--- src/u16u8_pkg.sv ---
// Shared types, constants and the code-unit encoder function of the UTF-16 to UTF-8 transcoder.
`default_nettype none
package u16u8_pkg;

  localparam int unsigned MAX_BYTES = 6;
  localparam int unsigned CNT_W     = 3;

  // Surrogate ranges by their top six bits
  localparam logic [5:0] HIGH_SUR_TAG = 6'b110110;
  localparam logic [5:0] LOW_SUR_TAG  = 6'b110111;

  localparam logic [20:0] SUPP_BASE = 21'h10000;

  localparam logic [2:0] LEAD2_TAG = 3'b110;
  localparam logic [3:0] LEAD3_TAG = 4'b1110;
  localparam logic [4:0] LEAD4_TAG = 5'b11110;
  localparam logic [1:0] CONT_TAG  = 2'b10;

  typedef logic [7:0] octet_t;

  // Encoding of one BMP value: up to three bytes, lowest index goes out first
  typedef struct packed {
    octet_t [2:0] b;
    logic   [1:0] len;
  } bmp_enc_t;

  // All bytes caused by one input item
  typedef struct packed {
    octet_t [MAX_BYTES-1:0] bytes;
    logic   [CNT_W-1:0]     cnt;
    logic                   fin;
  } run_t;

  function automatic bmp_enc_t enc_bmp(input logic [15:0] u);
    bmp_enc_t r;
    r.b   = '0;
    r.len = 2'd0;
    if (u[15:7] == 9'd0) begin
      r.b[0] = u[7:0];
      r.len  = 2'd1;
    end else if (u[15:11] == 5'd0) begin
      r.b[0] = {LEAD2_TAG, u[10:6]};
      r.b[1] = {CONT_TAG, u[5:0]};
      r.len  = 2'd2;
    end else begin
      r.b[0] = {LEAD3_TAG, u[15:12]};
      r.b[1] = {CONT_TAG, u[11:6]};
      r.b[2] = {CONT_TAG, u[5:0]};
      r.len  = 2'd3;
    end
    return r;
  endfunction

endpackage
`default_nettype wire

--- src/u16u8_enc.sv ---
// Combinational encoder: one code unit plus the held surrogate into a run of UTF-8 bytes.
`default_nettype none
module u16u8_enc (
  input  wire logic [15:0]     code_unit,
  input  wire logic            final_unit,
  input  wire logic            held_valid,
  input  wire logic [9:0]      held_bits,
  output u16u8_pkg::run_t      run,
  output logic                 hold_nxt,
  output logic [9:0]           hold_bits_nxt
);

  logic                  is_high;
  logic                  is_low;
  logic [20:0]           cp;
  u16u8_pkg::bmp_enc_t   enc_held;
  u16u8_pkg::bmp_enc_t   enc_unit;
  logic [1:0]            len_unit;

  assign is_high = (code_unit[15:10] == u16u8_pkg::HIGH_SUR_TAG);
  assign is_low  = (code_unit[15:10] == u16u8_pkg::LOW_SUR_TAG);
  assign cp      = u16u8_pkg::SUPP_BASE + {1'b0, held_bits, code_unit[9:0]};

  assign enc_held = u16u8_pkg::enc_bmp({u16u8_pkg::HIGH_SUR_TAG, held_bits});
  assign enc_unit = u16u8_pkg::enc_bmp(code_unit);

  assign hold_bits_nxt = code_unit[9:0];

  always_comb begin
    run      = '0;
    run.fin  = final_unit;
    hold_nxt = 1'b0;
    len_unit = 2'd0;
    if (held_valid && is_low) begin
      run.bytes[0] = {u16u8_pkg::LEAD4_TAG, cp[20:18]};
      run.bytes[1] = {u16u8_pkg::CONT_TAG, cp[17:12]};
      run.bytes[2] = {u16u8_pkg::CONT_TAG, cp[11:6]};
      run.bytes[3] = {u16u8_pkg::CONT_TAG, cp[5:0]};
      run.cnt      = u16u8_pkg::CNT_W'(4);
    end else begin
      // Hold a new high surrogate unless it ends the text
      hold_nxt = is_high && !final_unit;
      len_unit = hold_nxt ? 2'd0 : enc_unit.len;
      if (held_valid) begin
        // Flush the unpaired held surrogate first
        run.bytes[0] = enc_held.b[0];
        run.bytes[1] = enc_held.b[1];
        run.bytes[2] = enc_held.b[2];
        run.bytes[3] = enc_unit.b[0];
        run.bytes[4] = enc_unit.b[1];
        run.bytes[5] = enc_unit.b[2];
        run.cnt      = u16u8_pkg::CNT_W'(3) + u16u8_pkg::CNT_W'(len_unit);
      end else begin
        run.bytes[0] = enc_unit.b[0];
        run.bytes[1] = enc_unit.b[1];
        run.bytes[2] = enc_unit.b[2];
        run.cnt      = u16u8_pkg::CNT_W'(len_unit);
      end
    end
  end

endmodule
`default_nettype wire

--- src/u16u8_ser.sv ---
// Run buffer and output register: drains one UTF-8 byte per unstalled cycle to the output.
`default_nettype none
module u16u8_ser (
  input  wire logic            clk,
  input  wire logic            rst_n,
  input  wire logic            ld_en,
  input  wire u16u8_pkg::run_t ld_run,
  output logic                 ld_ready,
  output logic                 out_tvalid,
  input  wire logic            out_tready,
  output logic [7:0]           out_tdata,   // [7:0] out_byte
  output logic                 out_tlast,   // run_last
  output logic                 out_tuser    // [0] text_end
);

  u16u8_pkg::octet_t [u16u8_pkg::MAX_BYTES-1:0] bytes_r;
  logic [u16u8_pkg::CNT_W-1:0] cnt_r;
  logic [u16u8_pkg::CNT_W-1:0] idx_r;
  logic                        fin_r;
  logic                        busy_r;
  logic                        out_valid_r;
  logic [7:0]                  out_byte_r;
  logic                        out_last_r;
  logic                        out_end_r;

  logic pop;
  logic last_pop;
  logic load;

  assign pop      = busy_r && (!out_valid_r || out_tready);
  assign last_pop = pop && (idx_r == cnt_r - u16u8_pkg::CNT_W'(1));
  assign ld_ready = !busy_r || last_pop;
  assign load     = ld_en && (ld_run.cnt != '0);

  always_ff @(posedge clk) begin
    if (!rst_n) begin
      busy_r <= 1'b0;
      idx_r  <= '0;
    end else if (load) begin
      busy_r <= 1'b1;
      idx_r  <= '0;
    end else if (last_pop) begin
      busy_r <= 1'b0;
    end else if (pop) begin
      idx_r <= idx_r + u16u8_pkg::CNT_W'(1);
    end
  end

  always_ff @(posedge clk) begin
    if (load) begin
      bytes_r <= ld_run.bytes;
      cnt_r   <= ld_run.cnt;
      fin_r   <= ld_run.fin;
    end
  end

  always_ff @(posedge clk) begin
    if (!rst_n) begin
      out_valid_r <= 1'b0;
    end else if (pop) begin
      out_valid_r <= 1'b1;
    end else if (out_tready) begin
      out_valid_r <= 1'b0;
    end
  end

  always_ff @(posedge clk) begin
    if (pop) begin
      out_byte_r <= bytes_r[idx_r];
      out_last_r <= last_pop;
      out_end_r  <= last_pop && fin_r;
    end
  end

  assign out_tvalid = out_valid_r;
  assign out_tdata  = out_byte_r;
  assign out_tlast  = out_last_r;
  assign out_tuser  = out_end_r;

  a_idx_in_run: assert property (@(posedge clk) disable iff (!rst_n)
    busy_r |-> (cnt_r != '0) && (idx_r < cnt_r))
    else $error("run index beyond byte count");

  a_cnt_max: assert property (@(posedge clk) disable iff (!rst_n)
    busy_r |-> (cnt_r <= u16u8_pkg::CNT_W'(u16u8_pkg::MAX_BYTES)))
    else $error("run longer than six bytes");

  a_no_overwrite: assert property (@(posedge clk) disable iff (!rst_n)
    load |-> ld_ready)
    else $error("run loaded over an undrained run");

  a_end_is_last: assert property (@(posedge clk) disable iff (!rst_n)
    (out_valid_r && out_end_r) |-> out_last_r)
    else $error("text end marked on a byte that does not end its run");

endmodule
`default_nettype wire

--- src/utf16_to_utf8_stream.sv ---
// Top level of the UTF-16 to UTF-8 transcoder: input register, held surrogate, encoder, drain.
//
//  channel | dir | tdata            | tlast      | tuser
//  in_     | in  | [15:0] code_unit | final_unit | -
//  out_    | out | [7:0]  out_byte  | run_last   | [0] text_end
//
// One byte leaves per cycle while out_tready allows; an item yields 0 to 6 bytes
// (3 at most for a lone BMP unit, 4 for a pair, 3 to 6 on a flush).
// The first byte passes the input register, the run buffer and the output register.
// The next item is encoded while the last byte of the current run is leaving.
// Reset (rst_n low, synchronous) drops all items in flight and the held surrogate.
// Back-pressure on out_tready stalls the drain and then in_tready.
`default_nettype none
module utf16_to_utf8_stream (
  input  wire logic        clk,
  input  wire logic        rst_n,
  input  wire logic        in_tvalid,
  output logic             in_tready,
  input  wire logic [15:0] in_tdata,    // [15:0] code_unit
  input  wire logic        in_tlast,    // final_unit
  output logic             out_tvalid,
  input  wire logic        out_tready,
  output logic [7:0]       out_tdata,   // [7:0] out_byte
  output logic             out_tlast,   // run_last
  output logic             out_tuser    // [0] text_end
);

  logic            in_valid_r;
  logic [15:0]     unit_r;
  logic            fin_r;
  logic            held_r;
  logic [9:0]      held_bits_r;

  u16u8_pkg::run_t run;
  logic            hold_nxt;
  logic [9:0]      hold_bits_nxt;
  logic            ld_ready;
  logic            consume;

  // An item that only becomes held needs no room in the run buffer
  assign consume   = in_valid_r && (ld_ready || (run.cnt == '0));
  assign in_tready = !in_valid_r || consume;

  always_ff @(posedge clk) begin
    if (!rst_n) begin
      in_valid_r <= 1'b0;
    end else if (in_tvalid && in_tready) begin
      in_valid_r <= 1'b1;
    end else if (consume) begin
      in_valid_r <= 1'b0;
    end
  end

  always_ff @(posedge clk) begin
    if (in_tvalid && in_tready) begin
      unit_r <= in_tdata;
      fin_r  <= in_tlast;
    end
  end

  always_ff @(posedge clk) begin
    if (!rst_n) begin
      held_r      <= 1'b0;
      held_bits_r <= '0;
    end else if (consume) begin
      held_r      <= hold_nxt;
      held_bits_r <= hold_nxt ? hold_bits_nxt : 10'd0;
    end
  end

  u16u8_enc u_enc (
    .code_unit     (unit_r),
    .final_unit    (fin_r),
    .held_valid    (held_r),
    .held_bits     (held_bits_r),
    .run           (run),
    .hold_nxt      (hold_nxt),
    .hold_bits_nxt (hold_bits_nxt)
  );

  u16u8_ser u_ser (
    .clk        (clk),
    .rst_n      (rst_n),
    .ld_en      (consume),
    .ld_run     (run),
    .ld_ready   (ld_ready),
    .out_tvalid (out_tvalid),
    .out_tready (out_tready),
    .out_tdata  (out_tdata),
    .out_tlast  (out_tlast),
    .out_tuser  (out_tuser)
  );

endmodule
`default_nettype wire
--- config.mk ---
export PLATFORM = sky130hd
export DESIGN_NAME = utf16_to_utf8_stream
export DESIGN_NICKNAME = d
export VERILOG_FILES = /design/src/u16u8_pkg.sv /design/src/u16u8_enc.sv /design/src/u16u8_ser.sv /design/src/utf16_to_utf8_stream.sv
export SDC_FILE = /design/constraint.sdc
export NUM_CORES = 1
export LEC_CHECK = 0
export ABC_CLOCK_PERIOD_IN_PS = 6100
export BUFFER_PORTS_ARGS = -buffer_cell sky130_fd_sc_hd__buf_2
export CAP_MARGIN = 20
export CORE_MARGIN = 2
export CORE_UTILIZATION = 40
export DETAILED_ROUTE_END_ITERATION = 8
export PLACE_DENSITY = 0.56
export SYNTH_ARGS = -nofsm -noshare
export SYNTH_HDL_FRONTEND = slang
export SYNTH_SLANG_ARGS = --single-unit
--- constraint.sdc ---
create_clock -name clk -period 6.1 [get_ports clk]
set_clock_uncertainty 0.1 [all_clocks]
set_input_delay 0.61 -clock clk [delete_from_list [all_inputs] [get_ports clk]]
set_output_delay 0.61 -clock clk [all_outputs]
set_load 0.01 [all_outputs]
Word-level counts from Yosys, hierarchy flattened
Index checks and enable logic that the tools add are counted.

Bits in registers: 96. Logic and storage cells: 81.

Add/subtract/negate cells: 4. $lt $le $gt $ge: 1. Equal/unequal tests: 3. Mux-type cells: 18. Bitwise operators: 3. Reduce and logical (&&, ||, !) cells: 27.

Operators by type and width (number): 33-bit two-way mux (1); 16-bit two-way mux (2); 27-bit two-way mux (1); 8-bit binary-select mux with 3-bit select (1); 8-bit two-way mux (3); 17-bit by 20-bit adder with 21-bit output (first input constant) (1); 10-bit two-way mux (2); 6-bit == test (second input constant) (2); 9-bit zero test (1); 1-bit logical AND (8); 1-bit two-way mux (7); 2-bit nonzero test (3); 2-bit OR reduction (3); 5-bit zero test (1); 1-bit zero test (4); 1-bit logical OR (4); 3-bit by 4-bit < comparator with 1-bit output (second input constant) (1); 2-bit by 2-bit adder with 3-bit output (first input constant) (1); 3-bit by 1-bit adder with 3-bit output (second input constant) (1); 3-bit == test (1); 3-bit zero test (1); 1-bit NOT (3); 3-bit nonzero test (1); 3-bit by 1-bit subtractor with 3-bit output (second input constant) (1); 2 further kinds (2).

Logic depth before layout (Yosys ltp)
Word-level depth: 13. Depth in mapped cells: 11. Gate-level depth less buffers: 10.

Hierarchy
Synthesis repeated with hierarchy kept, for this count alone.

Cells, all modules: 360. Area total of the unflattened synthesis: 4566.9 um^2.

By module, submodules not included: u16u8_ser (times used 1, cells an instance 137, area an instance 2585.0 um^2, sequential area each 1961.9 um^2); utf16_to_utf8_stream (times used 1, cells an instance 73, area an instance 1028.5 um^2, sequential area each 750.7 um^2); u16u8_enc (times used 1, cells an instance 150, area an instance 953.4 um^2, sequential area each 0.0 um^2).

Worst setup path after synthesis
No wires, ideal clock.

Path type: register -> register. Start point: register unit_r[11]. End point: register u_ser.bytes_r[0] (netlist name), enable pin. Data arrival time: 4.324 ns. Path slack: 1.222 ns. Stages on the path, launching flop included: 10. Buffers on the path: 0. Period minus slack after synthesis: 4.878 ns. Path through: edfxtp_1 -> or4_4 -> nor2_1 -> a21oi_1 -> nor2_1 -> ha_1 -> o2111a_1 -> a211oi_2 -> o31ai_2 -> nor2_1.

Word-level cells in the longest chain between the ends: 11.

Ends and longest elaborated chain: from (decl) (RTL line utf16_to_utf8_stream.sv:29) `logic [15:0] unit_r;`; from (signal assigned) (RTL line utf16_to_utf8_stream.sv:56) `unit_r <= in_tdata;`; 5-bit zero test (RTL line u16u8_pkg.sv:41) `end else if (u[15:11] == 5'd0) begin`; 16-bit two-way mux (RTL line u16u8_pkg.sv:41); 10-bit two-way mux (RTL line u16u8_pkg.sv:38) `if (u[15:7] == 9'd0) begin`; 2-bit two-way mux (RTL line u16u8_enc.sv:43) `len_unit = hold_nxt ? 2'd0 : enc_unit.len;`; 2-bit by 2-bit adder with 3-bit output (RTL line u16u8_enc.sv:52) `run.cnt = u16u8_pkg::CNT_W'(3) + u16u8_pkg::CNT_W'(len_unit);`; 27-bit two-way mux (RTL line u16u8_enc.sv:44) `if (held_valid) begin`; 33-bit two-way mux * (RTL line u16u8_enc.sv:34) `if (held_valid && is_low) begin`; 3-bit zero test (RTL line utf16_to_utf8_stream.sv:41) `assign consume = in_valid_r && (ld_ready || (run.cnt == '0));`; 1-bit logical OR (RTL line utf16_to_utf8_stream.sv:41); 1-bit logical AND (RTL line utf16_to_utf8_stream.sv:41); 1-bit logical AND * (RTL line u16u8_ser.sv:33) `assign load = ld_en && (ld_run.cnt != '0);`; named net u_ser.load (RTL line u16u8_ser.sv:28) `logic load;`; to (signal assigned) (RTL line u16u8_ser.sv:51) `bytes_r <= ld_run.bytes;`; to (decl) (RTL line u16u8_ser.sv:16) `u16u8_pkg::octet_t [u16u8_pkg::MAX_BYTES-1:0] bytes_r;`.

The timed path passes the listed nets; every way through them passes the cells marked *. A chain may end at the register's enable or synchronous reset.

Worst setup path in the final report
Start point: register unit_r[11]. End point: output in_tready.

Word-level cells in the longest chain between the ends: 11.

Ends and longest elaborated chain: 5-bit zero test (RTL line u16u8_pkg.sv:41); 16-bit two-way mux (RTL line u16u8_pkg.sv:41); 10-bit two-way mux (RTL line u16u8_pkg.sv:38); 2-bit two-way mux (RTL line u16u8_enc.sv:43); 2-bit by 2-bit adder with 3-bit output (RTL line u16u8_enc.sv:52); 27-bit two-way mux (RTL line u16u8_enc.sv:44); 33-bit two-way mux * (RTL line u16u8_enc.sv:34); 3-bit zero test * (RTL line utf16_to_utf8_stream.sv:41); 1-bit logical OR * (RTL line utf16_to_utf8_stream.sv:41); 1-bit logical AND * (RTL line utf16_to_utf8_stream.sv:41); 1-bit logical OR * (RTL line utf16_to_utf8_stream.sv:42) `assign in_tready = !in_valid_r || consume;`; to (decl) (RTL line utf16_to_utf8_stream.sv:18) `output logic in_tready,`.

Mark *: on every way between the ends. The rest lies on a longest branch, timed or not.

==> metrics.txt <==
# TYPE chip_impl_metric gauge
chip_impl_metric{name="cts_hold_repair.buffers",unit=""} 0
chip_impl_metric{name="floorplan.die_area",unit="sq um"} 11500
chip_impl_metric{name="port_buffers",unit=""} 32
chip_impl_metric{name="global_route_wire_length_before_repair",unit="um"} 13300
chip_impl_metric{name="mapped_avg_cell_area",unit="sq um"} 12.4
chip_impl_metric{name="gr-total-overflow",unit=""} 0
chip_impl_metric{name="pwr_density_cell",unit="nW/um^2"} 246
chip_impl_info{name="clock-root-buffer",value="clkbuf_8"} 1
chip_impl_metric{name="post-route-worst-setup-slack",unit="ns"} 2.08
chip_impl_metric{name="grt_util_all_layers",unit="%"} 15.3
chip_impl_metric{name="synthesis.instances",unit=""} 343
chip_impl_metric{name="h-tree-depth",unit=""} 3
chip_impl_metric{name="tns",unit="ns"} 0
chip_impl_metric{name="gp_congestion",unit=""} 0.876
chip_impl_info{name="cp-start-kind",value="flip-flop"} 1
chip_impl_metric{name="timing.critical_path.arrival",unit="ns"} 3.31
chip_impl_metric{name="post-place-ws",unit="ns"} 2.44
chip_impl_metric{name="finalNetCount",unit=""} 400
chip_impl_metric{name="postSynth.asyncResetShare",unit="%"} 0
chip_impl_info{name="cts_tree",value="done"} 1
chip_impl_metric{name="finalHoldViolations",unit=""} 0
chip_impl_metric{name="post_drt_via_cell_ratio",unit=""} 5.07
chip_impl_metric{name="netlist.area_leader.share",unit="%"} 52.9
chip_impl_metric{name="clock_sink_count",unit=""} 92
chip_impl_metric{name="ys_seq_area_share",unit="%"} 60.9
chip_impl_metric{name="synthesis.area",unit="sq um"} 4250
chip_impl_info{name="worstSetupEndpointType",value="output pin"} 1
chip_impl_metric{name="sequential_cell_area",unit="sq um"} 2590
chip_impl_metric{name="routed_length_per_instance",unit="um"} 15.6
chip_impl_metric{name="min_period_over_period",unit="%"} 65.9
chip_impl_metric{name="synth-seq-cells",unit=""} 92
chip_impl_metric{name="filler_cells",unit=""} 938
chip_impl_metric{name="clk_pin_slew_worst_paths",unit="ns"} 0.09
chip_impl_info{name="run_status",value="finished clean"} 1
chip_impl_metric{name="post_synth_num_cell_types",unit=""} 49
chip_impl_info{name="setup.worst_path.class",value="reg2out"} 1
chip_impl_metric{name="max_clock_freq",unit="MHz"} 249
chip_impl_info{name="setup_repair_after_global_routing_missed_its_margin",value="no"} 1
chip_impl_metric{name="crit_required",unit="ns"} 5.39
chip_impl_metric{name="clock_insertion_delay_worst_skew",unit="ns"} 0.36
chip_impl_info{name="post-synth-top-area-cell",value="edfxtp_1"} 1
chip_impl_metric{name="cts_setup_buffers",unit=""} 0
chip_impl_metric{name="drv_cap",unit=""} 0
chip_impl_metric{name="grt_max_degree",unit=""} 47
chip_impl_metric{name="hpwl",unit="um"} 5790
chip_impl_metric{name="area_growth",unit="%"} 11.0
chip_impl_metric{name="total_area_of_multi_input_combinational_cells",unit="sq um"} 1530
chip_impl_metric{name="core-area",unit="sq um"} 10300
chip_impl_metric{name="timing.critical_path.fanout_max",unit=""} 7
chip_impl_metric{name="rows",unit=""} 37
chip_impl_metric{name="postRouteAntennaNets",unit=""} 0
chip_impl_metric{name="dr_total_vias",unit=""} 2616
chip_impl_metric{name="count_of_routing_violations_after_the_opening_detailed_route_iteration",unit=""} 213
chip_impl_metric{name="p_leak",unit="uW"} 0.00171
chip_impl_metric{name="post_cts_resized",unit=""} 0
chip_impl_metric{name="first_global_vias",unit=""} 2547
chip_impl_metric{name="relSlewSlack",unit="%"} 58.2
chip_impl_metric{name="initial_core_util",unit="%"} 41.2
chip_impl_metric{name="drive_above_1_share",unit="%"} 19.5
chip_impl_info{name="synth_top_flop_cell",value="edfxtp_1"} 1
chip_impl_metric{name="tritonroute_pass_1_iters",unit=""} 4
chip_impl_metric{name="cts_buf_count",unit=""} 9
chip_impl_metric{name="tightest_slew",unit="ns"} 0.622
chip_impl_metric{name="setup_violations",unit=""} 0
chip_impl_metric{name="detail_route.drc_violations",unit=""} 0
chip_impl_metric{name="synth-warning-count",unit=""} 0
chip_impl_metric{name="worst_r2r_path_depth",unit=""} 10
chip_impl_metric{name="peakVddDrop",unit="mV"} 0.109
chip_impl_metric{name="die_h",unit="um"} 107
chip_impl_metric{name="num_antenna_cells",unit=""} 0
chip_impl_metric{name="clk_buf_depth",unit=""} 2
chip_impl_info{name="synth_top_cells_by_area",value="edfxtp_1 (53%), dfxtp_1 (8.0%), nand2_1 (4.1%)"} 1
chip_impl_metric{name="finalWorstPathRequiredPeriod",unit="ns"} 4.02
chip_impl_metric{name="drt_wl_total",unit="um"} 8060
chip_impl_metric{name="synth.net_count",unit=""} 368
chip_impl_metric{name="synth_enable_flop_cells",unit=""} 75
chip_impl_info{name="holdCritPathClass",value="in2reg"} 1
chip_impl_metric{name="die-width",unit="um"} 107
chip_impl_metric{name="min_path_cells",unit=""} 1
chip_impl_metric{name="max_transition_viols_final",unit=""} 0
chip_impl_metric{name="io-pin-count",unit=""} 33
chip_impl_metric{name="grt_antenna_before_repair",unit=""} 0
-- kinds of logic (layout without fill, tap and decap cells) --
logic type,Yosys count,in the layout,share of synthesized area (%)
and+or+nand+nor,114,114,13.7
DFF,92,92,60.9
AOI/OAI and AO/OA,71,71,11.7
buffers and inverters,32,69,3.21
muxes,23,23,7.47
xor gates and xnor gates,7,7,1.76
adders and majority gates,4,4,1.18
-- worst paths after layout --
kind                                    endpoint  slack (ns)                       from
setup reg to reg  u_ser.bytes_r[6]$_SDFFCE_PP1P_        2.42       unit_r[11]$_DFFE_PP_
hold / removal               unit_r[0]$_DFFE_PP_        0.32                in_tdata[0]
setup / recovery                       in_tready        2.08       unit_r[11]$_DFFE_PP_
hold reg to reg    u_ser.out_tvalid$_SDFFE_PN0P_        0.41  u_ser.busy_r$_SDFFE_PN0P_
-- power by group --
| group | internal, uW | switching, uW |
|---|---|---|
| logic | 33.4 | 47.7 |
| clock network | 147 | 211 |
| registers | 706 | 17.9 |
-- placed cells by master (no fill, tap or decap), drive strengths merged, types with 2 or more instances in the layout --
master | Yosys | routed
a21boi | 5 | 5
a21oi | 10 | 10
a22o | 10 | 10
a22oi | 6 | 6
and2 | 9 | 9
and3 | 2 | 2
buf | 5 | 37
clkbuf | 11 | 10
clkinv | 0 | 4
clkinvlp | 0 | 2
dfxtp | 17 | 17
edfxtp | 75 | 75
ha | 4 | 4
inv | 16 | 16
mux2i | 16 | 16
mux4 | 7 | 7
nand2 | 46 | 46
nand2b | 5 | 5
nand3 | 6 | 6
nor2 | 28 | 28
nor2b | 4 | 4
nor3 | 4 | 4
nor4 | 2 | 2
o21a | 3 | 3
o21ai | 18 | 18
o21bai | 2 | 2
o22ai | 10 | 10
o31ai | 2 | 2
or2 | 3 | 3
xor2 | 6 | 6
-- flip-flops by register name (all words and copies together) (netlist names), 3 cells and up --
| signal | count |
|---|---|
| u_ser.idx_r | 3 |
| held_bits_r | 10 |
| u_ser.bytes_r | 44 |
| u_ser.out_tdata | 8 |
| u_ser.cnt_r | 3 |
| unit_r | 16 |
-- critical path: stages (launching register included) --
cell      delay [ns]
edfxtp_1        0.45
or4_4           0.61
nor2_1          0.37
a21oi_1         0.12
nor2_1          0.15
ha_1            0.26
o2111a_1        0.16
a211oi_2        0.31
o31ai_2         0.16
nor2_1          0.19
inv_1           0.05
buf_2           0.13
-- per-stage QoR --
step	util [%]	total power, uW	instance area (sq um)	std cells	hold slack [ns]
after global placement	44.1	820	4550	500	0.387
after floorplan	-	789	4250	343	0.363
after global routing	45.7	1210	4720	516	0.303
after CTS	45.7	1180	4720	516	0.303
after detailed placement	44.1	820	4550	500	0.397
final	45.7	1160	4720	516	0.319
-- area by class of cell --
class	instances	area share, %
repair buffers	37	4.19
clock inverters	6	0.874
multi-input cells	219	32.5
clock buffers	10	2.70
well taps	136	3.60
inverters	16	1.27
flip-flops and latches	92	54.9
-- cell usage after synthesis (7+ instances only) --
cell	n
inv_1	16
o21ai_0	17
clkbuf_1	11
mux4_2	7
dfxtp_1	17
a22o_1	10
o22ai_1	10
a21oi_1	10
mux2i_1	16
nor2_1	28
edfxtp_1	75
nand2_1	46
and2_1	9
-- metal layers --
layer	wire [um]	global-route usage, %	vias to the layer above
met2	3620	22.3	60
li1	-	-	1320
met5	0	0	-
met4	79	6.68	0
met1	4000	22.6	1230
met3	367	2.19	6
Power figures use the tool's default switching activity.
